==> src/design/rau_pkg.sv <==
// package: operation and status codes, controller states, command/status structs
// no dependencies
package rau_pkg;
    localparam int OperandBits = 32;

    localparam logic [2:0] MODE_ADD = 3'd0;
    localparam logic [2:0] MODE_SUB = 3'd1;
    localparam logic [2:0] MODE_MUL = 3'd2;
    localparam logic [2:0] MODE_DIV = 3'd3;
    localparam logic [2:0] MODE_CMP = 3'd4;

    localparam logic [1:0] ST_OK     = 2'd0;
    localparam logic [1:0] ST_ZDEN   = 2'd1;
    localparam logic [1:0] ST_DIVZ   = 2'd2;

    localparam logic [1:0] ORD_LESS  = 2'd0;
    localparam logic [1:0] ORD_EQ    = 2'd1;
    localparam logic [1:0] ORD_GREAT = 2'd2;

    typedef enum logic [3:0] {
        S_IDLE, S_LOAD, S_MUL1, S_MUL2, S_GCD, S_DIV1, S_DIV2, S_FIN, S_OUT
    } state_t;

    typedef struct packed {
        logic load;
        logic mul1;
        logic mul2;
        logic gcd_start;
        logic div1_start;
        logic div2_start;
        logic finish;
    } cmd_t;

    typedef struct packed {
        logic early;
        logic gcd_done;
        logic div_done;
    } stat_t;
endpackage

==> src/design/rau_ctrl.sv <==
// controller state machine sequencing load, multiplies, gcd and divides
// depends on rau_pkg
module rau_ctrl
    import rau_pkg::*;
(
    input  logic  clk,
    input  logic  rst_n,
    input  logic  in_valid,
    output logic  in_ready,
    output logic  out_valid,
    input  logic  out_ready,
    input  stat_t stat,
    output cmd_t  cmd
);
    state_t state_reg, state_next;

    always_ff @(posedge clk or negedge rst_n)
    begin
        if (!rst_n)
            state_reg <= S_IDLE;
        else
            state_reg <= state_next;
    end

    always_comb
    begin
        state_next = state_reg;
        cmd = '0;
        in_ready = 1'b0;
        out_valid = 1'b0;
        unique case (state_reg)
            S_IDLE:
            begin
                in_ready = 1'b1;
                if (in_valid)
                begin
                    cmd.load = 1'b1;
                    state_next = S_LOAD;
                end
            end
            S_LOAD:
            begin
                cmd.mul1 = 1'b1;
                state_next = S_MUL1;
            end
            S_MUL1:
            begin
                cmd.mul2 = 1'b1;
                state_next = S_MUL2;
            end
            S_MUL2:
            begin
                if (stat.early)
                begin
                    cmd.finish = 1'b1;
                    state_next = S_OUT;
                end
                else
                begin
                    cmd.gcd_start = 1'b1;
                    state_next = S_GCD;
                end
            end
            S_GCD:
                if (stat.gcd_done)
                begin
                    cmd.div1_start = 1'b1;
                    state_next = S_DIV1;
                end
            S_DIV1:
                if (stat.div_done)
                begin
                    cmd.div2_start = 1'b1;
                    state_next = S_DIV2;
                end
            S_DIV2:
                if (stat.div_done)
                    state_next = S_FIN;
            S_FIN:
            begin
                cmd.finish = 1'b1;
                state_next = S_OUT;
            end
            S_OUT:
            begin
                out_valid = 1'b1;
                if (out_ready)
                    state_next = S_IDLE;
            end
            default: state_next = S_IDLE;
        endcase
    end
endmodule

==> config.mk <==
export PLATFORM = sky130hd
export DESIGN_NAME = rau_ctrl
export DESIGN_NICKNAME = d
export VERILOG_FILES = /design/src/design/rau_pkg.sv /design/src/design/rau_ctrl.sv
export SDC_FILE = /design/constraint.sdc
export NUM_CORES = 1
export LEC_CHECK = 0
export BUFFER_PORTS_ARGS = -buffer_cell sky130_fd_sc_hd__buf_2
export CAP_MARGIN = 5
export CELL_PAD_IN_SITES_DETAIL_PLACEMENT = 1
export CELL_PAD_IN_SITES_GLOBAL_PLACEMENT = 1
export CORE_AREA = 3 3 40 42
export DETAILED_ROUTE_END_ITERATION = 10
export DIE_AREA = 0 0 43 45
export PLACE_DENSITY_LB_ADDON = 0.1
export SYNTH_ARGS = -nofsm -noshare
export SYNTH_HDL_FRONTEND = slang
export SYNTH_SLANG_ARGS = --single-unit
==> constraint.sdc <==
create_clock -name clk -period 1.3 [get_ports clk]
set_input_delay 0.26 -clock clk [delete_from_list [all_inputs] [get_ports clk]]
set_output_delay 0.26 -clock clk [all_outputs]
set_load 0.02 [all_outputs]
# Yosys cells after proc, flatten, opt, wreduce, memory -nomap -nowiden
# Cells that the tools add are included.
classes:
  eq_ne: 13
  n_mux: 21
  n_reduce_logical: 2
op_table:
  columns: ["operator", "n"]
  rows:
  - ["4-bit one-hot mux with 9 select lines", 1]
  - ["4-bit 2-to-1 mux", 6]
  - ["4-bit by 3-bit == test with 1-bit output (second input constant)", 4]
  - ["1-bit 2-to-1 mux", 13]
  - ["2-bit != test (second input constant)", 5]
  - ["4-bit by 2-bit == test with 1-bit output (second input constant)", 2]
  - ["5-bit AND reduction", 1]
  - ["4-bit by 1-bit == test with 1-bit output (second input constant)", 1]
  - ["4-bit == test (second input constant)", 1]
  - ["4-bit logical NOT", 1]
  - ["1-bit one-hot mux with 2 select lines", 1]
word_totals:
  reg_bits: 4
  in_bits: 7
  out_inout_bits: 9

# Depth between registers and ports, before layout
logic_depth:
  ltp_word: 3
  depth_mapped: 4
  mapped_depth_nobuf: 3

# Worst setup path before layout
# Ideal clock, no wire load.
synth_timing:
  kind: "register -> output"
  start: "register state_reg[3]"
  end: "output port cmd[6] (netlist bit)"
  arrival_time_ns: 1.574
  slack_ns: -0.534
  path_stages_with_launch: 4
  n_path_buf: 1
  path_cell_list: "dfrtp_1 -> buf_2 -> nor4_1 -> and2_1"
synth_lines:
  columns: ["element", "line", "text"]
  rows:
  - ["from (decl)", "rau_ctrl.sv:15", "state_t state_reg, state_next;"]
  - ["from (signal assigned)", "rau_ctrl.sv:22", "state_reg <= state_next;"]
  - ["to (decl)", "rau_ctrl.sv:13", "output cmd_t cmd"]

==> flow_metrics.env <==
export IMPL_slowest_delay_ps=460
export IMPL_r2r_slack_ps=90
export IMPL_r2r_cells=4
export IMPL_end_kind="output pin"
export IMPL_ys_seq_area_share_pct=33.6
export IMPL_synth_top_area_share_pct=33.6
export IMPL_worstPathCellList="nor4_4, and2_4, buf_6"
export IMPL_multiInputGateArea_um2=245
export IMPL_crit_slowest_cell="dfrtp_2"
export IMPL_critical_path_arrival_ps=1290
export IMPL_cts_clk_slew_worst_paths_ps=30
export IMPL_regArea_um2=105
export IMPL_pin_count=16
export IMPL_largest_reg_flops=4
export IMPL_hp_class="in -> reg"
export IMPL_critPathRequiredTime_ps=1040
export IMPL_cts_tree="built"
export IMPL_nFillCells=153
export IMPL_grt_usage_pct=10.9
export IMPL_maxSlewHeadroom_pct=81.7
export IMPL_final_area_um2=568
export IMPL_violations="negative setup slack"
export IMPL_p_leak_nw=0.279
export IMPL_diodes=0
export IMPL_max_clock_path_buffers=2
export IMPL_r2r_start="state_reg[2]$_DFFE_PN0P_"
export IMPL_grtUsageMet3_pct=1.99
export IMPL_p_per_area_nw_per_um2=2330
export IMPL_die_height_um=45
export IMPL_synth_area_leaders="dfrtp_1, mux2i_1, nor2b_1"
export IMPL_dr_pass1_iters=1
export IMPL_yosys_area_top_type="dfrtp_1"
export IMPL_drive_above_1_share_pct=78.2
export IMPL_place_gp_congestion=0.728
export IMPL_wirelength_um=966
export IMPL_nets=64
export IMPL_setup_slack_ps=-248
export IMPL_viasPerCell=4.71
export IMPL_place_area_um2=439
export IMPL_insertion_delay_ps=230
export IMPL_numCtsBuffers=3
export IMPL_hold_worst_slack_ps=325
export IMPL_synth_cell_types=19
export IMPL_drtAntennaViolNets=0
export IMPL_core_area_um2=1280
export IMPL_crit_path_start_kind="register"
export IMPL_ys_ff_latch=4
export IMPL_path_max_fanout=7
export IMPL_worst_pin_slew_ps=273
export IMPL_status="finished, violations left"
export IMPL_dpl_cell_count=64
export IMPL_period_share_pct=119
export IMPL_ys_flop_type="dfrtp_1"
export IMPL_hold_path_end="state_reg[3]$_DFFE_PN0P_"
export IMPL_grt_ovfl_total=0
export IMPL_synth_cells=31
export IMPL_async_reset_ff_share_pct=100
export IMPL_min_from="out_ready"
export IMPL_timing_fmax_mhz=646
export IMPL_vdd_drop_max_v=0.000719
export IMPL_htree_levels=1
export IMPL_yosysWarningCount=0
export IMPL_rows=13
export IMPL_crit_type="reg -> out"
export IMPL_hold_violations=0
export IMPL_fin_skew_ps=2.96
export IMPL_finalSetupViolCount=9
export IMPL_die_area_um2=1940
export IMPL_dpl_hpwl_um=680
export IMPL_grt_pass1_vias=361
export IMPL_antenna_found_initial=0
export IMPL_clock_root_buffer="clkbuf_4"
export IMPL_area_growth_pct=90.8
export IMPL_vias=330
export IMPL_synth_cell_area_um2=298
export IMPL_grtUsageMet2_pct=19.2
export IMPL_busiest_layer="met2"
export IMPL_wl_per_cell_um=13.8
export IMPL_io_buffers=15
export IMPL_die_w_um=43
export IMPL_rr_endpoint="state_reg[0]$_DFFE_PN0P_"
export IMPL_grt_pass1_wl_um=1600
export IMPL_hold_path_depth=3
export IMPL_slew_viol_final=0
export IMPL_fin_util_pct=44.2
export IMPL_p_total_w=0.00132
export IMPL_start_util_pct=23.2
export IMPL_rsz0062_at_grt="true"
export IMPL_drt_initial_drc_count=0
export IMPL_fin_cells=70
export IMPL_maxCapViolations=0
export IMPL_syn_nets=38
export IMPL_grt_max_degree=8
export IMPL_finalCriticalPeriod_ps=1550
export IMPL_drc_errors=0
export IMPL_synth_edf_count=0
export IMPL_avgSynthCellArea_um2=9.61
export IMPL_cts_sinks=4
export IMPL_grt_util_met1_pct=12.9
==> through the flow <==
step | setup WS [ps] | TNS (ps)
2_1_floorplan | -134 | -442
3_3_place_gp | -58.7 | -120
3_5_place_dp | -104 | -350
4_1_cts | -252 | -1800
5_1_grt | -334 | -2510
6_report | -248 | -1810
==> Yosys cell counts (2+ instances only) <==
| cell | n |
|---|---|
| mux2i_1 | 2 |
| nor2_1 | 4 |
| nor2b_1 | 3 |
| dfrtp_1 | 4 |
| and3_1 | 2 |
| nor3b_1 | 2 |
| nor4_1 | 2 |
==> how the worst max path moves through the flow <==
stage | endpoint | slack, ps | startpoint
6_report | cmd[6] | -250 | state_reg[1]$_DFFE_PN0P_
5_1_grt | cmd[6] | -330 | state_reg[1]$_DFFE_PN0P_
4_1_cts | cmd[6] | -250 | state_reg[1]$_DFFE_PN0P_
3_5_place_dp | cmd[0] | -100 | state_reg[1]$_DFFE_PN0P_
3_3_place_gp | cmd[0] | -60 | state_reg[1]$_DFFE_PN0P_
2_1_floorplan | cmd[6] | -130 | state_reg[1]$_DFFE_PN0P_
==> power breakdown <==
part	internal [W]	leakage [nW]	total [W]	switching [W]
logic	0.000446	0.219	0.000823	0.000378
registers	0.000191	0.0458	0.000354	0.000163
clock network	0.000103	0.0138	0.000147	0.0000444
==> per-layer routing <==
layer  up-vias  wire [µm]
met3         0         59
met1       161        373
met2        13        533
li1        156          -
met5         -          0
met4         0          0
==> cell families after synthesis <==
| kind of cell | Yosys count | synth area share [%] |
|---|---|---|
| AOI/OAI and AO/OA | 3 | 8.40 |
| DFF | 4 | 33.6 |
| buffers and inverters | 3 | 6.72 |
| and+or+nand+nor | 18 | 39.5 |
| muxes | 3 | 11.8 |
==> layout make-up <==
class                   instances  area share, %
clock buffers                   3           3.96
inverters                       1          0.661
multi-input cells              24           43.2
repair buffers                 23           30.4
flip-flops and latches          4           18.5
well taps                      15           3.30
==> worst max-delay path: cells and delay by family (launching register included) <==
kind                   cells  cell delay, ps
buffers and inverters      1             110
and+or+nand+nor            2             500
DFF                        1             460
==> cell usage in the layout (no fill, tap or decap), types with 2 or more instances in the layout <==
cell type / instances
mux2i_1: 2
dfrtp_2: 4
buf_4: 6
nor4_4: 2
clkbuf_4: 3
buf_2: 10
nor2_1: 2
buf_6: 6
==> what timing repair did <==
action,in CTS,in global routing
gates resized for setup,16,9
pin swaps,2,1
setup endpoints to repair,10,10
hold endpoints to repair,4,0
buffers inserted,1,1
cloned,0,0
hold buffers,1,0
(Power assumes the default switching activity.)
